[src/rtl/core/lbcd_pkg.sv]
// shared types and constants for the lru block cache directory
package lbcd_pkg;

    // fixed field widths of the transaction payloads
    localparam int BLOCK_W      = 48;
    localparam int SLOT_FIELD_W = 4;
    localparam int CFG_W        = 5;

    // slots_in_use value after reset
    localparam logic [CFG_W-1:0] CFG_RESET = 5'd16;

    // input command codes
    localparam logic CMD_ACCESS = 1'b0;
    localparam logic CMD_FLUSH  = 1'b1;

    // one input transaction
    typedef struct packed {
        logic               cmd;
        logic [BLOCK_W-1:0] block_number;
    } in_item_t;

    // one result transaction
    typedef struct packed {
        logic                    hit;
        logic                    fill;
        logic [SLOT_FIELD_W-1:0] slot_index;
        logic [BLOCK_W-1:0]      fill_block;
        logic                    evicted_valid;
        logic [BLOCK_W-1:0]      evicted_block;
        logic                    last;
    } out_item_t;

    // commands from the controller to the datapath
    typedef struct packed {
        logic latch;       // capture the accepted item
        logic flush;       // empty the directory
        logic init;        // load slot 0 with block 0, emit first result
        logic scan_clear;  // reset scan counters and search results
        logic scan;        // step the slot scan
        logic finish;      // update slot and emit final result
    } dp_ctl_t;

    // status from the datapath to the controller
    typedef struct packed {
        logic filled_zero;
        logic scan_done;
        logic out_free;
    } dp_stat_t;

endpackage

[src/rtl/core/lbcd_ram.sv]
// generic single write port ram with registered read
module lbcd_ram #(
    parameter int WIDTH = 32,
    parameter int DEPTH = 16
) (
    input  logic                     clk,
    input  logic                     we,
    input  logic [$clog2(DEPTH)-1:0] waddr,
    input  logic [WIDTH-1:0]         wdata,
    input  logic [$clog2(DEPTH)-1:0] raddr,
    output logic [WIDTH-1:0]         rdata
);

    logic [WIDTH-1:0] mem [DEPTH];
    logic [WIDTH-1:0] rdata_reg;

    // write port and registered read port
    always_ff @(posedge clk)
    begin
        if (we)
        begin
            mem[waddr] <= wdata;
        end
        rdata_reg <= mem[raddr];
    end

    assign rdata = rdata_reg;

endmodule

[src/rtl/core/lbcd_ctrl.sv]
// controller state machine of the lru block cache directory
module lbcd_ctrl
    import lbcd_pkg::*;
(
    input  logic     clk,
    input  logic     rst_n,
    input  logic     in_valid,
    input  logic     in_cmd,
    input  dp_stat_t stat,
    output logic     in_stall,
    output dp_ctl_t  ctl
);

    typedef enum logic [3:0] {
        ST_IDLE   = 4'b0001,
        ST_INIT   = 4'b0010,
        ST_SCAN   = 4'b0100,
        ST_FINISH = 4'b1000
    } state_t;

    state_t state_reg;
    state_t state_next;

    // input is taken only between items
    assign in_stall = (state_reg != ST_IDLE);

    // next state and datapath commands
    always_comb
    begin
        state_next = state_reg;
        ctl        = '0;
        case (state_reg)
            ST_IDLE:
            begin
                if (in_valid)
                begin
                    ctl.latch = 1'b1;
                    if (in_cmd == CMD_FLUSH)
                    begin
                        ctl.flush = 1'b1;
                    end
                    else if (stat.filled_zero)
                    begin
                        state_next = ST_INIT;
                    end
                    else
                    begin
                        ctl.scan_clear = 1'b1;
                        state_next     = ST_SCAN;
                    end
                end
            end
            ST_INIT:
            begin
                if (stat.out_free)
                begin
                    ctl.init       = 1'b1;
                    ctl.scan_clear = 1'b1;
                    state_next     = ST_SCAN;
                end
            end
            ST_SCAN:
            begin
                ctl.scan = 1'b1;
                if (stat.scan_done)
                begin
                    state_next = ST_FINISH;
                end
            end
            ST_FINISH:
            begin
                if (stat.out_free)
                begin
                    ctl.finish = 1'b1;
                    state_next = ST_IDLE;
                end
            end
            default:
            begin
                state_next = ST_IDLE;
            end
        endcase
    end

    // state register
    always_ff @(posedge clk or negedge rst_n)
    begin
        if (!rst_n)
        begin
            state_reg <= ST_IDLE;
        end
        else
        begin
            state_reg <= state_next;
        end
    end

endmodule

[src/rtl/core/lbcd_datapath.sv]
// datapath of the lru block cache directory: slot memories, scan, result register
module lbcd_datapath
    import lbcd_pkg::*;
#(
    parameter int SLOTS      = 16,
    parameter int BLOCK_BITS = 48,
    parameter int STAMP_BITS = 32
) (
    input  logic             clk,
    input  logic             rst_n,
    input  dp_ctl_t          ctl,
    output dp_stat_t         stat,
    input  in_item_t         in_data,
    input  logic             cfg_valid,
    input  logic [CFG_W-1:0] cfg_data,
    input  logic             out_stall,
    output logic             out_valid,
    output out_item_t        out_data
);

    localparam int IDX_W = $clog2(SLOTS);
    localparam int CNT_W = $clog2(SLOTS + 1);
    localparam int LIM_W = (CNT_W > CFG_W) ? CNT_W : CFG_W;

    logic [BLOCK_BITS-1:0] blk_reg;
    logic [CNT_W-1:0]      filled_reg;
    logic [STAMP_BITS-1:0] clock_reg;
    logic [CFG_W-1:0]      cfg_reg;
    logic [CNT_W-1:0]      rd_cnt_reg;
    logic                  pend_valid_reg;
    logic [IDX_W-1:0]      pend_idx_reg;
    logic                  found_reg;
    logic [IDX_W-1:0]      hit_idx_reg;
    logic [STAMP_BITS-1:0] best_age_reg;
    logic [IDX_W-1:0]      victim_idx_reg;
    logic [BLOCK_BITS-1:0] victim_tag_reg;
    logic                  out_valid_reg;
    out_item_t             out_reg;

    logic [BLOCK_BITS-1:0] tag_rdata;
    logic [STAMP_BITS-1:0] stamp_rdata;
    logic [STAMP_BITS-1:0] age;
    logic [STAMP_BITS-1:0] clock_inc;
    logic [LIM_W-1:0]      cfg_ext;
    logic [LIM_W-1:0]      lim;
    logic                  slot_free;
    logic                  rd_more;
    logic                  out_free;
    logic                  tag_we;
    logic                  stamp_we;
    logic [IDX_W-1:0]      wr_idx;
    logic [BLOCK_BITS-1:0] tag_wdata;
    logic [STAMP_BITS-1:0] stamp_wdata;

    // effective slot limit, saturated to 2..SLOTS
    always_comb
    begin
        cfg_ext = LIM_W'(cfg_reg);
        if (cfg_ext < LIM_W'(2))
        begin
            lim = LIM_W'(2);
        end
        else if (cfg_ext > LIM_W'(SLOTS))
        begin
            lim = LIM_W'(SLOTS);
        end
        else
        begin
            lim = cfg_ext;
        end
    end

    assign slot_free = (LIM_W'(filled_reg) < lim);
    assign rd_more   = (rd_cnt_reg < filled_reg);
    assign out_free  = !out_valid_reg || !out_stall;
    assign clock_inc = clock_reg + 1'b1;
    assign age       = clock_reg - stamp_rdata;

    // status toward the controller
    assign stat.filled_zero = (filled_reg == '0);
    assign stat.scan_done   = !rd_more && !pend_valid_reg;
    assign stat.out_free    = out_free;

    // slot memory write side
    always_comb
    begin
        if (ctl.init)
        begin
            wr_idx = '0;
        end
        else if (found_reg)
        begin
            wr_idx = hit_idx_reg;
        end
        else if (slot_free)
        begin
            wr_idx = filled_reg[IDX_W-1:0];
        end
        else
        begin
            wr_idx = victim_idx_reg;
        end
        tag_we      = ctl.init || (ctl.finish && !found_reg);
        stamp_we    = ctl.init || ctl.finish;
        tag_wdata   = ctl.init ? '0 : blk_reg;
        stamp_wdata = (ctl.finish && found_reg) ? clock_reg : clock_inc;
    end

    lbcd_ram #(
        .WIDTH (BLOCK_BITS),
        .DEPTH (SLOTS)
    ) u_tag_ram (
        .clk   (clk),
        .we    (tag_we),
        .waddr (wr_idx),
        .wdata (tag_wdata),
        .raddr (rd_cnt_reg[IDX_W-1:0]),
        .rdata (tag_rdata)
    );

    lbcd_ram #(
        .WIDTH (STAMP_BITS),
        .DEPTH (SLOTS)
    ) u_stamp_ram (
        .clk   (clk),
        .we    (stamp_we),
        .waddr (wr_idx),
        .wdata (stamp_wdata),
        .raddr (rd_cnt_reg[IDX_W-1:0]),
        .rdata (stamp_rdata)
    );

    // control state: fill count, fill clock, config, scan pointers, result valid
    always_ff @(posedge clk or negedge rst_n)
    begin
        if (!rst_n)
        begin
            filled_reg     <= '0;
            clock_reg      <= '0;
            cfg_reg        <= CFG_RESET;
            rd_cnt_reg     <= '0;
            pend_valid_reg <= 1'b0;
            found_reg      <= 1'b0;
            out_valid_reg  <= 1'b0;
        end
        else
        begin
            if (cfg_valid)
            begin
                cfg_reg <= cfg_data;
            end
            if (ctl.flush)
            begin
                filled_reg <= '0;
            end
            else if (ctl.init)
            begin
                filled_reg <= CNT_W'(1);
                clock_reg  <= clock_inc;
            end
            else if (ctl.finish && !found_reg)
            begin
                clock_reg <= clock_inc;
                if (slot_free)
                begin
                    filled_reg <= filled_reg + 1'b1;
                end
            end
            // scan issue and search
            if (ctl.scan_clear)
            begin
                rd_cnt_reg     <= '0;
                pend_valid_reg <= 1'b0;
                found_reg      <= 1'b0;
            end
            else if (ctl.scan)
            begin
                pend_valid_reg <= rd_more;
                if (rd_more)
                begin
                    rd_cnt_reg <= rd_cnt_reg + 1'b1;
                end
                if (pend_valid_reg && !found_reg && (tag_rdata == blk_reg))
                begin
                    found_reg <= 1'b1;
                end
            end
            // result register handshake
            if (ctl.init || ctl.finish)
            begin
                out_valid_reg <= 1'b1;
            end
            else if (!out_stall)
            begin
                out_valid_reg <= 1'b0;
            end
        end
    end

    // payload registers: item, search results, result transaction
    always_ff @(posedge clk)
    begin
        if (ctl.latch)
        begin
            blk_reg <= BLOCK_BITS'(in_data.block_number);
        end
        if (ctl.scan)
        begin
            pend_idx_reg <= rd_cnt_reg[IDX_W-1:0];
            if (pend_valid_reg && !found_reg && (tag_rdata == blk_reg))
            begin
                hit_idx_reg <= pend_idx_reg;
            end
            // oldest slot among 1..filled-1, first index on ties
            if (pend_valid_reg && (pend_idx_reg != '0))
            begin
                if ((pend_idx_reg == IDX_W'(1)) || (age > best_age_reg))
                begin
                    best_age_reg   <= age;
                    victim_idx_reg <= pend_idx_reg;
                    victim_tag_reg <= tag_rdata;
                end
            end
        end
        if (ctl.init)
        begin
            out_reg.hit           <= 1'b0;
            out_reg.fill          <= 1'b1;
            out_reg.slot_index    <= '0;
            out_reg.fill_block    <= '0;
            out_reg.evicted_valid <= 1'b0;
            out_reg.evicted_block <= '0;
            out_reg.last          <= 1'b0;
        end
        else if (ctl.finish)
        begin
            out_reg.hit           <= found_reg;
            out_reg.fill          <= !found_reg;
            out_reg.slot_index    <= SLOT_FIELD_W'(wr_idx);
            out_reg.fill_block    <= BLOCK_W'(blk_reg);
            out_reg.evicted_valid <= !found_reg && !slot_free;
            out_reg.evicted_block <= (!found_reg && !slot_free) ?
                                     BLOCK_W'(victim_tag_reg) : '0;
            out_reg.last          <= 1'b1;
        end
    end

    assign out_valid = out_valid_reg;
    assign out_data  = out_reg;

    // fill count never passes the slot count
    a_filled_bound: assert property (@(posedge clk) disable iff (!rst_n)
        filled_reg <= CNT_W'(SLOTS))
        else $error("fill count above slot count");

    // a compare in flight always refers to a filled slot
    a_pend_in_range: assert property (@(posedge clk) disable iff (!rst_n)
        pend_valid_reg |-> (CNT_W'(pend_idx_reg) < filled_reg))
        else $error("scan compare outside filled slots");

    // a hit leaves the fill clock unchanged
    a_hit_clock: assert property (@(posedge clk) disable iff (!rst_n)
        (ctl.finish && found_reg) |=> $stable(clock_reg))
        else $error("fill clock moved on a hit");

    // a result is loaded only into a free result register
    a_out_load: assert property (@(posedge clk) disable iff (!rst_n)
        (ctl.init || ctl.finish) |-> out_free)
        else $error("result register overwritten");

endmodule

[src/rtl/core/lru_block_cache_directory.sv]
// an access scans the filled slots one slot per cycle through the tag/stamp ram read port
// the first access after reset or flush loads slot 0, then does a one-slot scan,
// and gives two result transactions
// a flush gives no result; one item is in work at a time
// a result waits in an output register while the next item is accepted
// reset clears control state and sets slots_in_use to 16; slot memories are not cleared
module lru_block_cache_directory
    import lbcd_pkg::*;
#(
    parameter int SLOTS      = 16,
    parameter int BLOCK_BITS = 48,
    parameter int STAMP_BITS = 32
) (
    input  logic             clk,
    input  logic             rst_n,
    input  logic             in_valid,
    output logic             in_stall,
    input  in_item_t         in_data,
    output logic             out_valid,
    input  logic             out_stall,
    output out_item_t        out_data,
    input  logic             cfg_valid,
    output logic             cfg_ready,
    input  logic [CFG_W-1:0] cfg_data
);

    dp_ctl_t  ctl;
    dp_stat_t stat;
    logic     in_stall_int;

    // configuration register always takes a write
    assign cfg_ready = 1'b1;
    assign in_stall  = in_stall_int;

    lbcd_ctrl u_ctrl (
        .clk      (clk),
        .rst_n    (rst_n),
        .in_valid (in_valid),
        .in_cmd   (in_data.cmd),
        .stat     (stat),
        .in_stall (in_stall_int),
        .ctl      (ctl)
    );

    lbcd_datapath #(
        .SLOTS      (SLOTS),
        .BLOCK_BITS (BLOCK_BITS),
        .STAMP_BITS (STAMP_BITS)
    ) u_datapath (
        .clk       (clk),
        .rst_n     (rst_n),
        .ctl       (ctl),
        .stat      (stat),
        .in_data   (in_data),
        .cfg_valid (cfg_valid && cfg_ready),
        .cfg_data  (cfg_data),
        .out_stall (out_stall),
        .out_valid (out_valid),
        .out_data  (out_data)
    );

endmodule
[config.mk]
export PLATFORM = sky130hd
export DESIGN_NAME = lru_block_cache_directory
export DESIGN_NICKNAME = d
export VERILOG_FILES = /design/src/rtl/core/lbcd_pkg.sv /design/src/rtl/core/lbcd_ram.sv /design/src/rtl/core/lbcd_ctrl.sv /design/src/rtl/core/lbcd_datapath.sv /design/src/rtl/core/lru_block_cache_directory.sv
export SDC_FILE = /design/constraint.sdc
export NUM_CORES = 2
export LEC_CHECK = 0
export BUFFER_PORTS_ARGS = -buffer_cell sky130_fd_sc_hd__buf_2
export CORE_ASPECT_RATIO = 0.6
export CORE_MARGIN = 1
export CORE_UTILIZATION = 30
export CTS_BUF_LIST = sky130_fd_sc_hd__clkbuf_8
export CTS_CLUSTER_DIAMETER = 60
export CTS_CLUSTER_SIZE = 12
export DETAILED_ROUTE_END_ITERATION = 8
export PLACE_DENSITY = 0.45
export SYNTH_ARGS = -nofsm -noshare
export SYNTH_HDL_FRONTEND = slang
export SYNTH_SLANG_ARGS = --single-unit
[constraint.sdc]
create_clock -name clk -period 9.5 [get_ports clk]
set_input_delay 1.9 -clock clk [delete_from_list [all_inputs] [get_ports clk]]
set_output_delay 1.9 -clock clk [all_outputs]
set_load 0.01 [all_outputs]
# [Word level (Yosys, flattened, before mapping)]
# Memory sizes are Yosys's and may differ from the RTL's. A register that Yosys moved wholly into a read port is not among the register bits.
# Cells that the tools add are included.
[totals] ff_bits=298 mem_bits_rw=1280 in_bits=59 out_inout_bits=107 elab_cells=125 memories=2
[classes] n_addsub=4 magnitude_cmp=5 eq_ne=13 muxes=47 bitwise_logic=1 n_reduce_logical=32
[memory_table] memory="u_datapath.u_tag_ram.mem" depth=16 width=48 read_ports=1 rd_clocked_by_memory_dff=1 write_ports=1 line_no="lbcd_ram.sv:14" text="logic [WIDTH-1:0] mem [DEPTH];"
[memory_table] memory="u_datapath.u_stamp_ram.mem" depth=16 width=32 read_ports=1 rd_clocked_by_memory_dff=1 write_ports=1 line_no="lbcd_ram.sv:14"
[ops] operator="$mux W32" n=3
[ops] operator="$mux W48" n=2
[ops] operator="$eq A48 B48 Y1" n=1
[ops] operator="$mux W5" n=9
[ops] operator="$add A32 B1 Y32 const B" n=1
[ops] operator="$gt A32 B32 Y1" n=1
[ops] operator="$mux W4" n=8
[ops] operator="$sub A32 B32 Y32" n=1
[ops] operator="$mux W1" n=19
[ops] operator="$pmux W4 S4" n=1
[ops] operator="$add A5 B1 Y5 const B" n=2
[ops] operator="$lt A5 B5 Y1" n=2
[ops] operator="$reduce_and A2 Y1" n=5
[ops] operator="$eq A4 B1 Y1 const B" n=2
[ops] operator="$reduce_bool A2 Y1" n=4
[ops] operator="$logic_and A1 B1 Y1" n=7
[ops] operator="$logic_not A1 Y1" n=6
[ops] operator="$mux W2" n=3
[ops] operator="$ne A2 B1 Y1 const B" n=3
[ops] operator="$ne A2 B2 Y1 const B" n=3
[ops] operator="$reduce_bool A3 Y1" n=2
[ops] operator="$gt A5 B5 Y1 const B" n=1
[ops] operator="$logic_not A5 Y1" n=1
[ops] operator="$lt A5 B2 Y1 const B" n=1
[ops] operator="11 further kinds" n=14

# [Depth between registers and ports, before layout]
[depth] word_depth=8 ltp_mapped=18 ltp_nobuf=18

# [Modules after synthesis]
# Synthesis repeated with hierarchy kept, for this count alone.
[hier_totals] cells_unflattened=3412 area_unflattened_um2=64052.7
[by_module_without_submodules] module="lbcd_ram (u_datapath.u_tag_ram)" n_inst=1 cells_each=1242 area_each_um2=29691.0 seq_area_each_um2=24023.0
[by_module_without_submodules] module="lbcd_ram (u_datapath.u_stamp_ram)" n_inst=1 cells_each=838 area_each_um2=19835.3 seq_area_each_um2=16015.4
[by_module_without_submodules] module="lbcd_datapath" n_inst=1 cells_each=1302 area_each_um2=14244.9 seq_area_each_um2=7538.5
[by_module_without_submodules] module="lbcd_ctrl" n_inst=1 cells_each=28 area_each_um2=270.3 seq_area_each_um2=101.3
[by_module_without_submodules] module="lru_block_cache_directory" n_inst=1 cells_each=2 area_each_um2=11.3 seq_area_each_um2=0.0

# [Worst setup path before layout]
# OpenSTA, ideal clock, no wires.
[synth_path] kind="flip-flop to flip-flop" from="register u_datapath.clock_reg[0]" to="register u_datapath.best_age_reg[0], enable pin" setup_time_ns=0.678 arrival_time_ns=9.838 required_time_ns=8.822 path_slack_ns=-1.015 path_stages_with_launch=17 path_buffers=0 period_less_slack_ns=10.515 path_cell_list="dfrtp_1 > inv_1 > ha_1 > fa_1 > nand2b_1 > a2111oi_0 > or3_1 > a21oi_2 > nor3_1 > o311a_1 > a2111oi_2 > a311o_2 > ha_1 > nand4_1 > nor4_1 > a221oi_1 > a311oi_1"
[synth_via] elab_chain_cells=4
[synth_rtl] item="start, declared" line_no="lbcd_datapath.sv:27" text="logic [STAMP_BITS-1:0] clock_reg;"
[synth_rtl] item="start signal, assigned" line_no="lbcd_datapath.sv:159" text="clock_reg <= clock_inc;"
[synth_rtl] item="start signal, assigned" line_no="lbcd_datapath.sv:163" text="clock_reg <= clock_inc;"
[synth_rtl] item="$sub A32 B32 Y32" line_no="lbcd_datapath.sv:77" text="assign age = clock_reg - stamp_rdata;"
[synth_rtl] item="via u_datapath.age[28]" line_no="lbcd_datapath.sv:42" text="logic [STAMP_BITS-1:0] age;"
[synth_rtl] item="$gt A32 B32 Y1" line_no="lbcd_datapath.sv:217" text="if ((pend_idx_reg == IDX_W'(1)) || (age > best_age_reg))"
[synth_rtl] item="$logic_or A1 B1 Y1" line_no="lbcd_datapath.sv:217"
[synth_rtl] item="$reduce_and A3 Y1 (no source line)"
[synth_rtl] item="end signal, assigned" line_no="lbcd_datapath.sv:219" text="best_age_reg <= age;"
[synth_rtl] item="end, declared" line_no="lbcd_datapath.sv:34" text="logic [STAMP_BITS-1:0] best_age_reg;"
# The timed path passes the listed nets, and every way through them passes these cells.
# A chain may end at the register's enable or synchronous reset.

# [Worst setup path in the final report]
[layout_path] from="register u_datapath.clock_reg[0]" to="register u_datapath.victim_tag_reg[17], enable pin"
[layout_via] elab_chain_cells=4
[layout_rtl] item="$sub A32 B32 Y32" line_no="lbcd_datapath.sv:77"
[layout_rtl] item="via u_datapath.age[28]" line_no="lbcd_datapath.sv:42"
[layout_rtl] item="$gt A32 B32 Y1" line_no="lbcd_datapath.sv:217"
[layout_rtl] item="$logic_or A1 B1 Y1" line_no="lbcd_datapath.sv:217"
[layout_rtl] item="$reduce_and A3 Y1 (no source line)"
[layout_rtl] item="end signal, assigned" line_no="lbcd_datapath.sv:221" text="victim_tag_reg <= tag_rdata;"
[layout_rtl] item="end, declared" line_no="lbcd_datapath.sv:36" text="logic [BLOCK_BITS-1:0] victim_tag_reg;"
# The timed path passes the listed nets, and every way through them passes these cells.

==> out/metrics.cfg <==
[outcome]
status = complete, no violations

[finish]
finalInstanceArea_um2 = 71100
fillers = 19700
multi_input_area_um2 = 15400
final_nets = 3528
drive_gt1_share_pct = 24.7
top_register = u_datapath.u_tag_ram.mem
largest_reg_flops = 768
regArea_um2 = 47700
fin_util_pct = 33.9
area_growth_pct = 11.8

[floorplanning]
design.die.area_um2 = 214000
core_um2 = 210000
die_y_um = 359
start_util_pct = 30.3
num_io_pins = 166
core.rowCount = 130
die_w_um = 596

[drt]
wl_met2_mm = 65.5
top_layer_used = met4
routed_via_density = 4.85
drt_pass1_iterations = 5
postRouteAntennaNets = 0
vias = 30700
wl_met3_mm = 10.5
drc = 0
wl_mm = 170
drt-initial-drc-count = 2837
wl_per_cell_um = 26.8
wl_met1_mm = 91.2

[sta]
layout_worst_path_cycle_share_pct = 66.9
rsz0062_at_grt = false
tns_ns = 0
finalHoldViolCount = 0
clock.fmax_mhz = 157
tightestPinTransition_ns = 1.30
setup_viol = 0
worst_slack_ns = 3.14
slew_headroom_pct = 12.8
period_needed_ns = 6.36
skew_ns = 0.0771
maxSlewViolCount = 0

[global_route]
grt_pass1_vias = 30600
grt_usage_pct = 15.7
grt_max_degree = 131
antenna_found_initial = 9
grt_pass1_wl_mm = 239
overflow = 0

[clocking]
cts_buffers = 166
cts_tree = built
clkTransAtPathRegs_ns = 0.09
ctsLongestPathBuffers = 4
htree_levels = 4
cts_num_sinks = 1658
ctsResizeCount = 0
postCtsSetupBuffers = 0
ctsHoldBuffers = 0
clk_latency_ns = 0.92
clockRootBuffer = clkbuf_8

[synthesis]
synth_common_cells = edfxtp_1, mux4_2, dfxtp_1
async_flop_share_pct = 3.26
synthTopCellsByArea = edfxtp_1, mux4_2, dfxtp_1
synth_cell_types = 65
syn_inst = 3134
synth_warnings = 0
syn-cell-area_um2 = 63600
synth_top_area_share_pct = 67.0
synth_nets = 3269
synth-edff-count = 1420
ys.flop_type = edfxtp_1
synth_area_leader_cell = edfxtp_1
seq_area_frac_synth_pct = 75.0
synthMostInstantiatedCell = edfxtp_1
yosys_register_bits = 1658
syn_area_per_cell_um2 = 20.3

[worst_hold_path]
min_path_type = reg2reg

[placed_design]
hpwl_mm = 100
port_buffers = 164
place_area_um2 = 68300
preCtsSetupSlack_ns = 3.19
gp_routability_congestion = 0.794

[flow_run]
cap_violations = 0

[pwr]
powerDensity_nw_per_um2 = 246
vdd_drop_max_v = 0.000229
leakagePower_nw = 23.3
fin_total_pwr_mw = 17.5

[setup_path]
worstPathMaxFanout = 70
cp_data_required_time_ns = 10.04
cp-start-kind = register
cp.arrival_ns = 6.89
end_kind = register
critPathKind = reg2reg

-- metal layers --
metal	GRT usage, %	vias to the layer above
li1	-	13100
met3	3.75	212
met4	3.09	0
met5	0	-
met2	20.0	782
met1	26.2	16600
-- logic make-up after synthesis --
logic type	Yosys count	synth area share, %
XOR/XNOR	147	2.02
other	1	0.00590
multiplexers	408	14.3
AND/OR/NAND/NOR	363	2.84
AO/OA/AOI/OAI	262	3.03
flip-flops	1658	75.0
adder cells (fa/ha/maj)	76	1.51
buffers and inverters	219	1.32
-- cells in the final DEF (no fill, tap or decap), drive strengths merged, types with 3 or more instances in the layout --
| cell type | instances |
|---|---|
| nand2 | 105 |
| xor2 | 60 |
| nor4 | 12 |
| a211oi | 5 |
| o31ai | 4 |
| nand2b | 12 |
| o41ai | 3 |
| o21bai | 4 |
| a21oi | 50 |
| edfxtp | 1420 |
| nor4b | 4 |
| mux2 | 6 |
| nand3 | 22 |
| and2 | 53 |
| mux4 | 400 |
| xnor2 | 87 |
| ha | 75 |
| o21ai | 35 |
| clkbuf | 170 |
| a21o | 31 |
| dfxtp | 184 |
| and3 | 10 |
| o22ai | 3 |
| nor3 | 10 |
| a31oi | 3 |
| nor2 | 86 |
| and4 | 3 |
| o21a | 6 |
| buf | 226 |
| dfrtp | 52 |
| nand4 | 28 |
| o211ai | 6 |
| a22o | 96 |
| or3 | 6 |
| inv | 185 |
| nand3b | 4 |
| nor2b | 6 |
-- critical path, cell delays in order (launching register included) --
cell and delay (ns):
dfrtp_1 0.47, inv_1 0.07, ha_1 0.21, fa_1 0.43, nand2b_1 0.18, a2111oi_0 0.38, or3_1 0.23, a21oi_2 0.13
nor3_1 0.29, o311a_1 0.33, a2111oi_2 0.10, a311o_2 0.33, ha_1 0.28, nand4_1 0.20, nor4_1 0.65, a221oi_1 0.29
a311oi_4 0.90, buf_12 0.42
-- final timing paths --
check	from	end	slack, ns	depth (start not counted)
hold reg to reg	u_datapath.u_tag_ram.rdata[2]$_DFF_P_	u_datapath.victim_tag_reg[2]$_DFFE_PP_	0.45	0
setup reg to reg	u_datapath.clock_reg[0]$_DFFE_PN0P_	u_datapath.victim_tag_reg[17]$_DFFE_PP_	3.14	17
max in group asynchronous	rst_n	u_datapath.rd_cnt_reg[0]$_DFFE_PN0P_	7.64	1
min in group asynchronous	rst_n	u_datapath.clock_reg[31]$_DFFE_PN0P_	1.10	1
hold / removal	u_datapath.u_tag_ram.rdata[2]$_DFF_P_	u_datapath.victim_tag_reg[2]$_DFFE_PP_	0.45	0
setup / recovery	u_datapath.clock_reg[0]$_DFFE_PN0P_	u_datapath.victim_tag_reg[17]$_DFFE_PP_	3.14	17
-- stage by stage --
stage               hold slack (ns)  cells
finish                        0.445   6340
global route                  0.466   6339
CTS                           0.449   6338
detailed placement            0.435   6063
global placement              0.431   6063
floorplan                     0.428   3134
-- power by group --
part | switching, mW | internal (mW)
logic | 2.40 | 1.65
registers | 0.511 | 8.75
clock network | 2.49 | 1.69
total | 5.41 | 12.1
-- layout make-up --
type                       count  area share [%]
antenna                        2         0.00704
sequential                  1658            67.1
multi-input combinational   1257            21.7
clock inverter               105           0.626
clock buffer                 170            3.29
tap                         2838            4.99
inverter                      84           0.443
timing repair buffer         226            1.90
No activity file was read; power rests on OpenSTA's default activity.
